## src/rtl/pcfp_pkg.sv

```systemverilog
// package: parser phases, payload decode steps, event kinds and defaults
`timescale 1ns / 1ps
package pcfp_pkg;

    // default payload limit in bytes
    localparam int PAYLOAD_BYTES_DEF = 32;

    // fixed field widths
    localparam int LEN_W   = 14;
    localparam int CNT_W   = 4;
    localparam int VALUE_W = 64;

    // varint byte index of the tenth byte
    localparam logic [CNT_W-1:0] LAST_VARINT_IDX = 4'd9;

    // protobuf wire type for length-delimited fields
    localparam logic [2:0] WIRE_LEN_DELIM = 3'd2;

    // expected key inside the payload (field 1, varint)
    localparam logic [6:0] PAYLOAD_KEY = 7'd8;

    // event kinds
    localparam logic [1:0] KIND_MAX_TEMP = 2'd0;
    localparam logic [1:0] KIND_MIN_TEMP = 2'd1;
    localparam logic [1:0] KIND_TIME     = 2'd2;
    localparam logic [1:0] KIND_ERROR    = 2'd3;

    // command field numbers
    localparam logic [1:0] FIELD_NONE     = 2'd0;
    localparam logic [1:0] FIELD_MAX_TEMP = 2'd1;
    localparam logic [1:0] FIELD_MIN_TEMP = 2'd2;
    localparam logic [1:0] FIELD_TIME     = 2'd3;

    // frame phase
    typedef enum logic [1:0] {
        PH_TAG,
        PH_LENGTH,
        PH_PAYLOAD
    } phase_t;

    // on-the-fly payload decode step
    typedef enum logic [1:0] {
        PL_KEY,
        PL_VALUE,
        PL_TAIL,
        PL_BAD
    } pl_step_t;

endpackage

```

## src/rtl/protobuf_command_frame_parser.sv

```systemverilog
// A result word enters the output register in the cycle after the input word that
// completes or breaks a frame is accepted. Throughput: one input word per cycle while
// the output is free; payload varints are decoded on the fly by a single registered
// decode step, so no payload store is kept. Synchronous active-low reset returns the
// parser to waiting for a tag, clears the error count and empties the output register.
`timescale 1ns / 1ps
module protobuf_command_frame_parser
    import pcfp_pkg::*;
#(
    parameter int PAYLOAD_BYTES = PAYLOAD_BYTES_DEF
) (
    input  logic               aclk,
    input  logic               aresetn,
    input  logic               s_valid,
    output logic               s_ready,
    input  logic [7:0]         s_rx_byte,
    output logic               m_valid,
    input  logic               m_ready,
    output logic [1:0]         m_event_kind,
    output logic signed [15:0] m_temp_tenths,
    output logic [63:0]        m_time_millis,
    output logic [31:0]        m_error_total_out
);

    localparam int FILL_W = $clog2(PAYLOAD_BYTES + 1);
    localparam logic [LEN_W-1:0] LEN_LIMIT = LEN_W'(PAYLOAD_BYTES);

    // frame state
    phase_t             phase_reg, phase_next;
    logic [1:0]         field_reg, field_next;
    logic               len_hi_reg, len_hi_next;
    logic [LEN_W-1:0]   frame_len_reg, frame_len_next;
    logic [FILL_W-1:0]  fill_reg, fill_next;
    pl_step_t           pl_reg, pl_next;
    logic [CNT_W-1:0]   cnt_reg, cnt_next;
    logic               key_ok_reg, key_ok_next;
    logic [VALUE_W-1:0] acc_reg, acc_next;
    logic [31:0]        err_total_reg, err_total_next;

    // output register
    logic               out_valid_reg, out_valid_next;
    logic [1:0]         kind_reg, kind_next;
    logic [15:0]        temp_reg, temp_next;
    logic [63:0]        time_reg, time_next;
    logic [31:0]        total_reg, total_next;

    // decode helpers
    logic               accept;
    logic [6:0]         low7;
    logic               cont;
    logic               bad_tenth;
    logic               key_match;
    logic [5:0]         shamt;
    logic [LEN_W-1:0]   len_sum;
    logic               last_byte;
    logic               is_err;
    logic               done;
    logic [1:0]         done_field;
    logic [VALUE_W-1:0] done_val;
    logic [15:0]        mag;

    assign accept    = s_valid && s_ready;
    assign s_ready   = !out_valid_reg || m_ready;
    assign low7      = s_rx_byte[6:0];
    assign cont      = s_rx_byte[7];
    assign bad_tenth = (cnt_reg == LAST_VARINT_IDX) && (s_rx_byte[7:1] != 7'd0);
    assign key_match = (cnt_reg == '0) ? (low7 == PAYLOAD_KEY) : (key_ok_reg && low7 == 7'd0);
    assign shamt     = 6'({cnt_reg, 3'b000} - {3'b000, cnt_reg});
    assign len_sum   = frame_len_reg | (len_hi_reg ? {low7, 7'd0} : {7'd0, low7});
    assign last_byte = (LEN_W'(fill_reg) + LEN_W'(1)) == frame_len_reg;
    assign mag       = {1'b0, done_val[15:1]};

    // frame parse and result build
    always_comb begin
        phase_next     = phase_reg;
        field_next     = field_reg;
        len_hi_next    = len_hi_reg;
        frame_len_next = frame_len_reg;
        fill_next      = fill_reg;
        pl_next        = pl_reg;
        cnt_next       = cnt_reg;
        key_ok_next    = key_ok_reg;
        acc_next       = acc_reg;
        err_total_next = err_total_reg;
        out_valid_next = out_valid_reg && !m_ready;
        kind_next      = kind_reg;
        temp_next      = temp_reg;
        time_next      = time_reg;
        total_next     = total_reg;
        is_err         = 1'b0;
        done           = 1'b0;
        done_field     = field_reg;
        done_val       = '0;

        if (accept) begin
            unique case (phase_reg)
                PH_TAG: begin
                    if (s_rx_byte[2:0] != WIRE_LEN_DELIM) begin
                        is_err = 1'b1;
                    end else if (s_rx_byte[7:5] != 3'd0 || s_rx_byte[4:3] == FIELD_NONE) begin
                        is_err = 1'b1;
                    end else begin
                        field_next = s_rx_byte[4:3];
                        phase_next = PH_LENGTH;
                    end
                end
                PH_LENGTH: begin
                    if (cont) begin
                        if (len_hi_reg) begin
                            is_err = 1'b1;
                        end else begin
                            len_hi_next    = 1'b1;
                            frame_len_next = len_sum;
                        end
                    end else if (len_sum > LEN_LIMIT) begin
                        is_err = 1'b1;
                    end else if (len_sum == '0) begin
                        done = 1'b1;
                    end else begin
                        frame_len_next = len_sum;
                        phase_next     = PH_PAYLOAD;
                    end
                end
                PH_PAYLOAD: begin
                    // one varint byte per cycle while input bytes are accepted
                    unique case (pl_reg)
                        PL_KEY: begin
                            if (bad_tenth) begin
                                pl_next = PL_BAD;
                            end else if (cont) begin
                                cnt_next    = cnt_reg + CNT_W'(1);
                                key_ok_next = key_match;
                            end else if (key_match) begin
                                pl_next  = PL_VALUE;
                                cnt_next = '0;
                            end else begin
                                pl_next = PL_BAD;
                            end
                        end
                        PL_VALUE: begin
                            if (bad_tenth) begin
                                pl_next = PL_BAD;
                            end else begin
                                acc_next = acc_reg | (VALUE_W'(low7) << shamt);
                                if (cont) begin
                                    cnt_next = cnt_reg + CNT_W'(1);
                                end else begin
                                    pl_next = PL_TAIL;
                                end
                            end
                        end
                        default: pl_next = PL_BAD;
                    endcase
                    fill_next = fill_reg + FILL_W'(1);
                    if (last_byte) begin
                        if (pl_next == PL_TAIL) begin
                            done     = 1'b1;
                            done_val = acc_next;
                        end else begin
                            is_err = 1'b1;
                        end
                    end
                end
                default: is_err = 1'b1;
            endcase

            // finished command
            if (done) begin
                if (done_field == FIELD_MAX_TEMP || done_field == FIELD_MIN_TEMP) begin
                    if (done_val[63:16] != '0) begin
                        is_err = 1'b1;
                    end else begin
                        out_valid_next = 1'b1;
                        kind_next      = done_field - 2'd1;
                        temp_next      = done_val[0] ? ~mag : mag;
                        time_next      = '0;
                        total_next     = err_total_reg;
                    end
                end else if (done_field == FIELD_TIME) begin
                    out_valid_next = 1'b1;
                    kind_next      = KIND_TIME;
                    temp_next      = '0;
                    time_next      = done_val;
                    total_next     = err_total_reg;
                end else begin
                    is_err = 1'b1;
                end
            end

            // error event
            if (is_err) begin
                err_total_next = err_total_reg + 32'd1;
                out_valid_next = 1'b1;
                kind_next      = KIND_ERROR;
                temp_next      = '0;
                time_next      = '0;
                total_next     = err_total_reg + 32'd1;
            end

            // back to waiting for a tag after every finished or rejected frame
            if (done || is_err) begin
                phase_next     = PH_TAG;
                field_next     = FIELD_NONE;
                len_hi_next    = 1'b0;
                frame_len_next = '0;
                fill_next      = '0;
                pl_next        = PL_KEY;
                cnt_next       = '0;
                key_ok_next    = 1'b0;
                acc_next       = '0;
            end
        end
    end

    // control and frame state registers
    always_ff @(posedge aclk) begin
        if (!aresetn) begin
            phase_reg     <= PH_TAG;
            field_reg     <= FIELD_NONE;
            len_hi_reg    <= 1'b0;
            frame_len_reg <= '0;
            fill_reg      <= '0;
            pl_reg        <= PL_KEY;
            cnt_reg       <= '0;
            key_ok_reg    <= 1'b0;
            acc_reg       <= '0;
            err_total_reg <= '0;
            out_valid_reg <= 1'b0;
        end else begin
            phase_reg     <= phase_next;
            field_reg     <= field_next;
            len_hi_reg    <= len_hi_next;
            frame_len_reg <= frame_len_next;
            fill_reg      <= fill_next;
            pl_reg        <= pl_next;
            cnt_reg       <= cnt_next;
            key_ok_reg    <= key_ok_next;
            acc_reg       <= acc_next;
            err_total_reg <= err_total_next;
            out_valid_reg <= out_valid_next;
        end
    end

    // result payload register
    always_ff @(posedge aclk) begin
        kind_reg  <= kind_next;
        temp_reg  <= temp_next;
        time_reg  <= time_next;
        total_reg <= total_next;
    end

    assign m_valid           = out_valid_reg;
    assign m_event_kind      = kind_reg;
    assign m_temp_tenths     = signed'(temp_reg);
    assign m_time_millis     = time_reg;
    assign m_error_total_out = total_reg;

endmodule
```

## config.mk

```make
export PLATFORM = sky130hd
export DESIGN_NAME = protobuf_command_frame_parser
export DESIGN_NICKNAME = d
export VERILOG_FILES = /design/src/rtl/pcfp_pkg.sv /design/src/rtl/protobuf_command_frame_parser.sv
export SDC_FILE = /design/constraint.sdc
export NUM_CORES = 1
export LEC_CHECK = 0
export BUFFER_PORTS_ARGS = -buffer_cell sky130_fd_sc_hd__buf_2
export CAP_MARGIN = 10
export CORE_MARGIN = 2
export CORE_UTILIZATION = 61
export CTS_CLUSTER_DIAMETER = 30
export CTS_CLUSTER_SIZE = 14
export DETAILED_ROUTE_END_ITERATION = 10
export PLACE_DENSITY = 0.85
export REMOVE_ABC_BUFFERS = 1
export SLEW_MARGIN = 20
export SYNTH_ARGS = -nofsm -noshare
export SYNTH_HDL_FRONTEND = slang
export SYNTH_SLANG_ARGS = --single-unit
export TNS_END_PERCENT = 20
```

## constraint.sdc

```tcl
create_clock -name aclk -period 28.8 [get_ports aclk]
set_input_delay 1.44 -clock aclk [delete_from_list [all_inputs] [get_ports aclk]]
set_output_delay 1.44 -clock aclk [all_outputs]
set_load 0.005 [all_outputs]
```

# --- Word level (Yosys, flattened, before mapping) ---
# Cells that the tools add are included.
word_totals:
  out_inout_bits: 116
  inputBits: 12
  register_bits: 243
op_classes:
  n_mux: 100
  reduce_logical: 37
  bitwise: 3
  magnitude_cmp: 1
  add_sub_neg: 6
  n_eq_ne: 27
  shifts: 1
op_table:
  columns: ["op", "n"]
  rows:
  - ["$mux 64", 12]
  - ["$mux 32", 5]
  - ["$mux 14", 7]
  - ["$mux 16", 6]
  - ["$or 64x64->64", 1]
  - ["$shl 7x6->64", 1]
  - ["$reduce_bool 48->1", 1]
  - ["$mux 2", 23]
  - ["$mux 1", 33]
  - ["$add 32x1->32 const B", 1]
  - ["$mux 4", 7]
  - ["$ne 3x3->1 const B", 8]
  - ["$not 15->16", 1]
  - ["$ne 3x2->1 const B", 5]
  - ["$eq 7x14->1", 1]
  - ["$gt 14x6->1 const B", 1]
  - ["$logic_not 14->1", 1]
  - ["$or 14x14->14", 1]
  - ["$reduce_and 7->1", 2]
  - ["$mux 6", 2]
  - ["$reduce_bool 2->1", 6]
  - ["$reduce_bool 3->1", 4]
  - ["$reduce_and 5->1", 2]
  - ["$eq 2x2->1 const B", 4]
  - ["other kinds (24)", 40]

# --- Longest topological paths before layout ---
# Gate-level depths: netlist of the first run.
logic_depth:
  word_depth: 22
  ltp_mapped: 19
  depth_no_buf: 12

# --- Least setup slack after synthesis of the first run ---
# Ideal clock, no wire load.
synth_path:
  path_kind: "in2reg"
  from: "input port s_rx_byte[4]"
  to: "register total_reg[0], in the netlist m_error_total_out[0], enable pin"
  stages: 13
  arrival_time_ns: 9.381
  slack_ns: 18.795
  path_buffers: 4
  path_cell_list: "buf_6 > or4_4 > o21a_1 > buf_6 > nor4_4 > a221o_2 > and4b_1 > nand4_2 > nor4_4 > or2_1 > buf_4 > buf_6 > a21oi_1"
synth_between:
  elab_chain_cells: 21
  elab_cells_between_ends: 52
  classes_between: "1 x order compare; 3 x eq/ne; 1 x shift; 34 x mux; 2 x bitwise; 11 x reduce/logical"
synth_rtl:
  columns: ["element", "line", "source"]
  rows:
  - ["from (decl)", "protobuf_command_frame_parser.sv:16", "input logic [7:0] s_rx_byte,"]
  - ["$logic_not 7->1", "protobuf_command_frame_parser.sv:67", "assign key_match = (cnt_reg == '0) ? (low7 == PAYLOAD_KEY) : (key_ok_reg && low7 == 7'd0);"]
  - ["$logic_and 1x1->1", "protobuf_command_frame_parser.sv:67", null]
  - ["$mux 1", "protobuf_command_frame_parser.sv:67", null]
  - ["$mux 2", "protobuf_command_frame_parser.sv:133", "end else if (key_match) begin"]
  - ["$mux 2", "protobuf_command_frame_parser.sv:130", "end else if (cont) begin"]
  - ["$mux 2", "protobuf_command_frame_parser.sv:128", "if (bad_tenth) begin"]
  - ["$pmux 2 s2", "protobuf_command_frame_parser.sv:126", "unique case (pl_reg)"]
  - ["$mux 2", "protobuf_command_frame_parser.sv:96", "unique case (phase_reg)"]
  - ["(+5 left out)", null, null]
  - ["$mux 64", "protobuf_command_frame_parser.sv:95", "if (accept) begin"]
  - ["$reduce_bool 48->1", "protobuf_command_frame_parser.sv:170", "if (done_val[63:16] != '0) begin"]
  - ["$mux 1", "protobuf_command_frame_parser.sv:170", null]
  - ["$mux 1", "protobuf_command_frame_parser.sv:169", "if (done_field == FIELD_MAX_TEMP || done_field == FIELD_MIN_TEMP) begin"]
  - ["$mux 1", "protobuf_command_frame_parser.sv:168", "if (done) begin"]
  - ["$mux 1", "protobuf_command_frame_parser.sv:95", null]
  - ["$ne 3x2->1 (no source line), or another cell as far along", null, null]
  - ["$reduce_and 4->1 (no source line) (*)", null, null]
  - ["to (signal assigned)", "protobuf_command_frame_parser.sv:249", "total_reg <= total_next;"]
  - ["to (decl)", "protobuf_command_frame_parser.sv:45", "logic [31:0] total_reg, total_next;"]
# Every way passes the cells marked *; elsewhere a longest branch is shown, timed or not. The select of a mux whose other input is x is not followed.
# A chain may end at the register's enable or synchronous reset.

# --- Final worst setup path of the first run ---
layout_path:
  from: "input port s_rx_byte[4]"
  to: "register temp_reg[7], in the netlist m_temp_tenths[7], enable pin"
layout_between:
  elab_chain_cells: 21
  elab_cells_between_ends: 52
  classes_between: "1 x order compare; 3 x eq/ne; 1 x shift; 34 x mux; 2 x bitwise; 11 x reduce/logical"
layout_rtl:
  columns: ["element", "line", "source"]
  rows:
  - ["$logic_not 7->1", "protobuf_command_frame_parser.sv:67", null]
  - ["$logic_and 1x1->1", "protobuf_command_frame_parser.sv:67", null]
  - ["$mux 1", "protobuf_command_frame_parser.sv:67", null]
  - ["$mux 2", "protobuf_command_frame_parser.sv:133", null]
  - ["$mux 2", "protobuf_command_frame_parser.sv:130", null]
  - ["$mux 2", "protobuf_command_frame_parser.sv:128", null]
  - ["$pmux 2 s2", "protobuf_command_frame_parser.sv:126", null]
  - ["$mux 2", "protobuf_command_frame_parser.sv:96", null]
  - ["(+5 left out)", null, null]
  - ["$mux 64", "protobuf_command_frame_parser.sv:95", null]
  - ["$reduce_bool 48->1", "protobuf_command_frame_parser.sv:170", null]
  - ["$mux 1", "protobuf_command_frame_parser.sv:170", null]
  - ["$mux 1", "protobuf_command_frame_parser.sv:169", null]
  - ["$mux 1", "protobuf_command_frame_parser.sv:168", null]
  - ["$mux 1", "protobuf_command_frame_parser.sv:95", null]
  - ["$ne 3x2->1 (no source line), or another cell as far along", null, null]
  - ["$reduce_and 4->1 (no source line) (*)", null, null]
  - ["to (signal assigned)", "protobuf_command_frame_parser.sv:247", "temp_reg <= temp_next;"]
  - ["to (decl)", "protobuf_command_frame_parser.sv:43", "logic [15:0] temp_reg, temp_next;"]
# Marked as above.

==> results of run 1 <==
-- area by class of cell --
class | instances | area [um2]
fill | 1305 | 4896
clock buffer | 50 | 1111
inverter | 16 | 60.06
sequential | 243 | 6006
timing repair buffer | 142 | 760.7
clock inverter | 25 | 285.3
multi-input combinational | 884 | 5386
tap | 260 | 325.3
-- final timing paths --
kind	start	slack, ns	end	cells past startpoint
setup / recovery	s_rx_byte[4]	21.77	m_temp_tenths[7]	12
hold / removal	frame_len_reg[13]	0.48	frame_len_reg[13]	1
setup reg to reg	cnt_reg[1]	21.80	m_temp_tenths[7]	13
hold reg to reg	frame_len_reg[13]	0.48	frame_len_reg[13]	1
-- report_power, final --
group,internal [uW],switching [uW]
sequential,372,2.89
combinational,10.7,26.1
clock,320,168
total,703,197
-- per-stage QoR --
stage	utilization [%]	hold WS, ns	instances	total power, uW
finish	74.00	0.4814	1620	900.0
global route	74.00	0.4956	1620	921.8
CTS	73.81	0.4823	1619	902.1
detailed placement	66.39	0.4720	1544	417.6
global placement	66.37	0.4609	1544	416.9
floorplan	-	0.4375	1143	400.8
-- cell usage in the layout (no fill, tap or decap), drive strengths merged, types with 7 or more instances in the layout --
cell,Yosys,routed
a21oi,109,109
a22oi,50,50
a31oi,7,7
and3,24,24
buf,32,142
clkbuf,52,50
clkinv,1,14
dfxtp,129,129
edfxtp,114,114
ha,13,13
inv,15,19
nand2,65,65
nand3,25,25
nand4,9,9
nor2,247,247
nor2b,9,9
nor3,52,52
nor3b,15,15
nor4,24,24
o21ai,27,27
or3,12,12
or4,10,10
xnor2,50,50
xor2,30,30
-- layer usage --
metal | vias to the layer above | GRT usage [%] | share of wire (%)
met3 | 91 | 5.164 | 7.5
li1 | 4630 | - | -
met1 | 4685 | 40.47 | 42
met4 | 0 | 11.83 | 3.5
met5 | - | 0 | 0
met2 | 499 | 48.75 | 47
-- critical path: cells and delay by family --
family / cells / cell delay, ns
and+or+nand+nor: 6 / 2.62
buffers and inverters: 3 / 1.32
AOI/OAI and AO/OA: 3 / 1.67
-- logic make-up (layout without fill, tap and decap cells) --
kind of cell             Yosys count  in the layout  share of synthesized area, %
XOR/XNOR                          80             80                         6.131
buffers and inverters            100            233                         3.787
adder cells (fa/ha/maj)           14             14                         1.464
AO/OA/AOI/OAI                    253            253                         14.01
multiplexers                      15             15                         1.761
AND/OR/NAND/NOR                  522            522                         21.93
flip-flops                       243            243                         50.91
-- cell usage after synthesis, types with 5 or more instances --
library cell and number:
nor2_1 244, dfxtp_1 129, edfxtp_1 114, a21oi_1 109
nand2_1 64, clkbuf_1 52, a22oi_1 50, xnor2_1 48
nor3_1 43, xor2_1 29, nand3_1 25, and3_1 24
o21ai_0 23, buf_2 21, nor4_1 20, inv_1 15
nor3b_1 15, ha_1 13, or3_1 11, nor2b_1 9
nor3_2 9, nand4_1 8, or4_1 8, a31oi_1 6
mux2_2 6, and2_1 5, mux2i_1 5, nand2b_1 5
nand3b_1 5
==> summary.txt, run 1 <==
Logic synthesis
  – Netlist Area Pre-Place: 0.01180 mm2
  – Distinct cells, synth: 88
  – Dominant cell type by area after synthesis: edfxtp_1
  – Synth area leaders: edfxtp_1, dfxtp_1, nor2_1
  – Yosys warns: 0
  – Most used flip-flop cell after synthesis: dfxtp_1
  – Post-synthesis sequential area ratio: between 50% and 60%
  – Mapped Cells: 1227
  – Post-synth EDFFs: approximately 110
  – Asr flop ratio synth: 0%
  – Yosys reg bits: 243
  – Syn_area_per_cell: 9.614 um2
  – Top cell type's share of synthesized area: about 29%

Worst hold path
  – Hold/Removal Path Class: flop to flop

Place
  – Placement-stage cell area: 0.01250 mm2
  – I/O Buffers: about 130
  – Final HPWL DP: about 20 mm
  – Post-Place Worst Slack: between 20 and 25 ns
  – Final RePlAce weighted congestion: 0.9671

GRT
  – Largest net degree at the start of global routing: about 90
  – GRT Total Usage: 30.11%
  – First-pass GRT wire length: ~49 mm
  – Initial antenna violation count: 0
  – Vias in the first global route: between 9000 and 10000
  – Grt ovf: 0

STA
  – Fin. Hold Viols: 0
  – RSZ-0062 raised after global routing: no
  – Final WS setup: ~22 ns
  – Slew margin rel.: approximately a quarter
  – Slew Viols, Final: 0
  – Final Setup Violations: 0
  – Period Utilization, post-route: around a quarter
  – Clock skew: roughly 0.016 ns
  – Final TNS setup: 0 ns
  – Max Fclk: 142.2 MHz
  – Min Tclk post-route: approximately 7.0 ns
  – Worst-Margin Slew: roughly 1.1 ns

Clock network
  – Sink Count: about 240
  – Clk slew on worst S/H paths: roughly 0.050 ns
  – Root buffer cell: clkbuf_16
  – Setup bufs post-CTS: 0
  – Resized Gates After CTS: 0
  – Post-cts hold buffer count: 0
  – Clk Latency, worst-skew pair: ~0.52 ns
  – CTS Buf Count: 41
  – CTS tree: built
  – H-tree depth: 2
  – Max clock buf depth: 3

Worst setup path
  – Arr. time, crit path: ~7 ns
  – Crit Path Category: input port to flop
  – Crit. End Element: flop
  – Crit Path Max Fanout: just under 90
  – Type of origin of the critical path: input port
  – Critical Path Slowest Stage Cell: nor4_4
  – CP peak stage delay: approximately 1.0 ns
  – WP data required: ~29 ns
  – Critical Path, Cell by Cell: buf_2 -> or4_4 -> o21a_1 -> nor4_4 -> a221oi_1 -> and4_1 -> nand4_2 -> nor4_4 -> buf_4 -> or2_1 -> a21oi_4 -> buf_4

Route
  – TritonRoute pass-1 iters: 5
  – DRT Wirelength: just over 30 mm
  – Avg WL per Cell: 19.12 um
  – DRC Markers: 0
  – Via count: 9905
  – Post-route ant nets: 0
  – Via density: around 6.1
  – Initial DRC count: 862

Cells and area
  – Area grow syn2layout: 18.13%
  – Layout Nets: 1353
  – Share of cells above drive strength 1: between 10% and 20%
  – Final instance area: 0.01393 mm2
  – Ant. Diodes: 0

Power
  – Leak Pwr: 0.005117 uW
  – P per Cell Area: ~65 mW/mm2
  – Worst vdd ir: between 0.00005 and 0.00006 V

Job
  – Max Cap Viol: 0

Status
  – Outcome: completed

Floorplan
  – DIE AREA: ~0.02 mm2
  – Height of the die: about 140 um
  – Core Area: 0.01883 mm2
  – Num rows: 50
  – Die W: about 140 um
  – Initial Utilization: 62.64%
  – Io pins: around 130
(Power assumes the default switching activity.)
==> inputs of run 2 (changes only) <==
--- a/config.mk
+++ b/config.mk
@@ -5,14 +5,15 @@
 export SDC_FILE = /design/constraint.sdc
 export NUM_CORES = 1
 export LEC_CHECK = 0
+export ABC_AREA = 1
 export BUFFER_PORTS_ARGS = -buffer_cell sky130_fd_sc_hd__buf_2
 export CAP_MARGIN = 10
 export CORE_MARGIN = 2
-export CORE_UTILIZATION = 61
+export CORE_UTILIZATION = 60
 export CTS_CLUSTER_DIAMETER = 30
 export CTS_CLUSTER_SIZE = 14
 export DETAILED_ROUTE_END_ITERATION = 10
-export PLACE_DENSITY = 0.85
+export PLACE_DENSITY = 0.84
 export REMOVE_ABC_BUFFERS = 1
 export SLEW_MARGIN = 20
 export SYNTH_ARGS = -nofsm -noshare
==> constraint.sdc (replaced) <==
create_clock -name aclk -period 7.34 [get_ports aclk]
set_input_delay 0.367 -clock aclk [delete_from_list [all_inputs] [get_ports aclk]]
set_output_delay 0.367 -clock aclk [all_outputs]
set_load 0.005 [all_outputs]
==> summary.txt, run 2 <==
Status
  – Outcome: completed

Clock network
  – Clk slew on worst S/H paths: 0.06 ns (about the same)
  – Clk Latency, worst-skew pair: 0.55 ns (+0.03 ns)
  – CTS tree: built
  – Post-cts hold buffer count: 0 (unchanged)
  – Sink Count: 243 (unchanged)
  – Root buffer cell: clkbuf_16
  – H-tree depth: 2 (unchanged)
  – Setup bufs post-CTS: 0 (unchanged)
  – Max clock buf depth: 3 (unchanged)
  – CTS Buf Count: 46 (+12%)
  – Resized Gates After CTS: 0 (unchanged)

Power
  – Sequential share of power: 37.8% (-3.8 points)
  – Pint: 3102 uW (+340%)
  – Sw frac: 24.92% (+3.0 points)
  – Combinational Power Share: 8.2% (+4.1 points)
  – Total Power: 4132 uW (+360%)
  – Clock power share: 54.0% (-0.3 points)
  – P per Cell Area: 277.6 mW/mm2 (+330%)
  – Leak Pwr: 0.006100 uW (+19%)
  – Net Switching: 1030 uW (+420%)
  – Worst vdd ir: 0.0001998 V (+280%)

Logic synthesis
  – Synth cell count leaders: nand2_1, nor2_1, nand3_1
  – Most frequent cell after synthesis: nand2_1
  – Distinct cells, synth: 44 (-50%)
  – Yosys warns: 0 (unchanged)
  – Mapped Cells: 1637 (+33%)
  – Netlist Area Pre-Place: 0.01266 mm2 (+7.3%)
  – Yosys reg bits: 243 (unchanged)
  – Top cell type's share of synthesized area: 27.05% (-2.0 points)
  – Post-synthesis sequential area ratio: 47.45% (-3.5 points)
  – Dominant cell type by area after synthesis: edfxtp_1
  – Asr flop ratio synth: 0% (unchanged)
  – Post-synth EDFFs: 114 (unchanged)
  – Synth area leaders: edfxtp_1, dfxtp_1, nand2_1
  – Most used flip-flop cell after synthesis: dfxtp_1
  – Syn_area_per_cell: 7.732 um2 (-20%)

Cells and area
  – Layout Nets: 1753 (+30%)
  – Area grow syn2layout: 17.59%
  – Ant. Diodes: 0 (unchanged)
  – Commonest non-fill, non-tap cell in the layout: nand2_1
  – Share of cells above drive strength 1: 15.64% (-3.7 points)
  – Fill count: 1561 (+20%)
  – Most frequent cells in the layout: nand2_1, nor2_1, nand3_1

GRT
  – First-pass GRT wire length: 53.83 mm (+10%)
  – Largest net degree at the start of global routing: 78 (-11%)
  – Vias in the first global route: 11200 (+20%)
  – Initial antenna violation count: 0 (unchanged)
  – Grt ovf: 0 (unchanged)
  – GRT Total Usage: 29.76% (-0.34 points)

Job
  – Max Cap Viol: 0 (unchanged)

Route
  – Initial DRC count: 1135 (+32%)
  – TritonRoute pass-1 iters: 6 (+1)
  – DRT Wirelength: 33.38 mm (+7.8%)
  – Via count: 11720 (+18%)
  – Via density: 5.744 (-6.1%)
  – Post-route ant nets: 0 (unchanged)
  – DRC Markers: 0 (unchanged)
  – Avg WL per Cell: 16.36 um (-14%)

Place
  – Post-Place Worst Slack: 1.970 ns (-19.45 ns)
  – Final HPWL DP: 20.67 mm (+4.2%)
  – Final RePlAce weighted congestion: 0.9575 (-0.99%)
  – I/O Buffers: 127 (unchanged)

STA
  – Final WS setup: 1.836 ns (-19.93 ns)
  – Fin. Hold Viols: 0 (unchanged)
  – Slew margin rel.: 35.21% (+10 points)
  – Final hold slack: 0.1347 ns (-0.3467 ns)
  – Clock skew: 0.02462 ns (+0.009052 ns)
  – Final TNS setup: 0 ns (unchanged)
  – Period Utilization, post-route: 74.98%
  – Max Fclk: ~180 MHz
  – Slew Viols, Final: 0 (unchanged)
  – RSZ-0062 raised after global routing: no
  – Final Setup Violations: 0 (unchanged)
  – Min Tclk post-route: 5.504 ns
  – Worst-Margin Slew: 0.9654 ns (-0.1533 ns)

Worst setup path
  – WP data required: 7.60 ns (-21.33 ns)
  – Crit Path Max Fanout: 64 (-26%)
  – Crit Path Category: flop to flop
  – Arr. time, crit path: 5.76 ns (-1.40 ns)
  – Type of origin of the critical path: flop
  – Crit. End Element: flop

Floorplan
  – Core Area: 0.02089 mm2 (+11%)
  – Num rows: 53 (+6.0%)
  – Io pins: 128 (unchanged)
  – Height of the die: 149.2 um (+4.3%)
  – Die W: 149.2 um (+4.3%)
  – Initial Utilization: 60.59% (-2.1 points)
  – DIE AREA: 0.02227 mm2 (+8.8%)

Worst hold path
  – Hold/Removal Path Class: input port to flop
-- run 2: changes by cell type after synthesis, sizes merged, moves of 14 or more --
cell / previous run / this run
nand2: 65 / 416
nor3b: 15 / 1
clkbuf: 52 / 33
a21oi: 109 / 77
nand3: 25 / 139
o21ai: 27 / 86
nor3: 52 / 19
nor4: 24 / 3
and3: 24 / 0
inv: 15 / 137
xnor2: 50 / 9
buf: 32 / 59
o21bai: 2 / 24
-- run 2: power by group through the flow --
| stage | Sequential (uW) | Combinational [uW] | Clock [uW] |
|---|---|---|---|
| global route | 1570 | 377 | 2310 |
| detailed placement | 1580 | 333 | 0 |
| floorplan | 1590 | 192 | 0 |
| finish | 1560 | 338 | 2230 |
| CTS | 1560 | 338 | 2230 |
| global placement | 1580 | 323 | 0 |
-- run 2: metrics by stage --
step	cells	util (%)	instance area (um2)
after global placement	1955	63.36	13240
after floorplan	1545	-	12190
after global routing	2040	71.25	14880
after detailed placement	1955	63.38	13240
final	2040	71.25	14880
after CTS	2040	71.24	14880
-- run 2: cell type report --
class | instances | area, um2 | area share [%]
sequential | 243 | 6006 | 40.35
multi-input combinational | 1161 | 5662 | 38.04
clock buffer | 60 | 1275 | 8.567
timing repair buffer | 135 | 695.7 | 4.674
inverter | 141 | 533.0 | 3.581
clock inverter | 25 | 367.9 | 2.472
tap | 275 | 344.1 | 2.312
-- run 2: routing by layer --
metal | GRT usage [%] | vias to the layer above | part of all wire, %
li1 | - | 5600 | -
met2 | 48.78 | 603 | 48
met5 | 0 | - | 0
met1 | 38.63 | 5396 | 41
met4 | 14.05 | 0 | 3.9
met3 | 4.924 | 118 | 7.8
-- run 2: worst paths after layout --
kind	start	end	slack, ns	cells after the start
max reg2reg	cnt_reg[0]	m_time_millis[47]	1.84	23
min reg2reg	acc_reg[1]	acc_reg[1]	0.46	2
max	cnt_reg[0]	m_time_millis[47]	1.84	23
min	m_ready	m_valid	0.13	4
-- run 2: cell families after synthesis --
kind of cell | Yosys count | synth area share (%)
AOI/OAI and AO/OA | 262 | 12.47
and+or+nand+nor | 853 | 28.63
DFF | 243 | 47.45
xor gates and xnor gates | 33 | 2.284
buffers and inverters | 233 | 7.888
adders and majority gates | 13 | 1.285
-- run 2: worst max-delay path: stages (launching register included) --
cell and delay (ns):
dfxtp_1 0.59, inv_2 0.20, ha_1 0.29, nand2_1 0.08, nand2_1 0.04, nand3_1 0.09, nand2_1 0.06, nand2_1 0.05
nand2_1 0.07, nand2_2 0.11, nand2_2 0.07, nor2_4 0.72, buf_4 0.41, o21ai_1 0.11, nand2_1 0.09, nor2_1 0.05
nand2_1 0.07, nor2_1 0.05, nand2_1 0.10, nand2_1 0.12, nand2_4 0.52, nand2_8 0.42, nand2_4 0.66, nor2_1 0.14
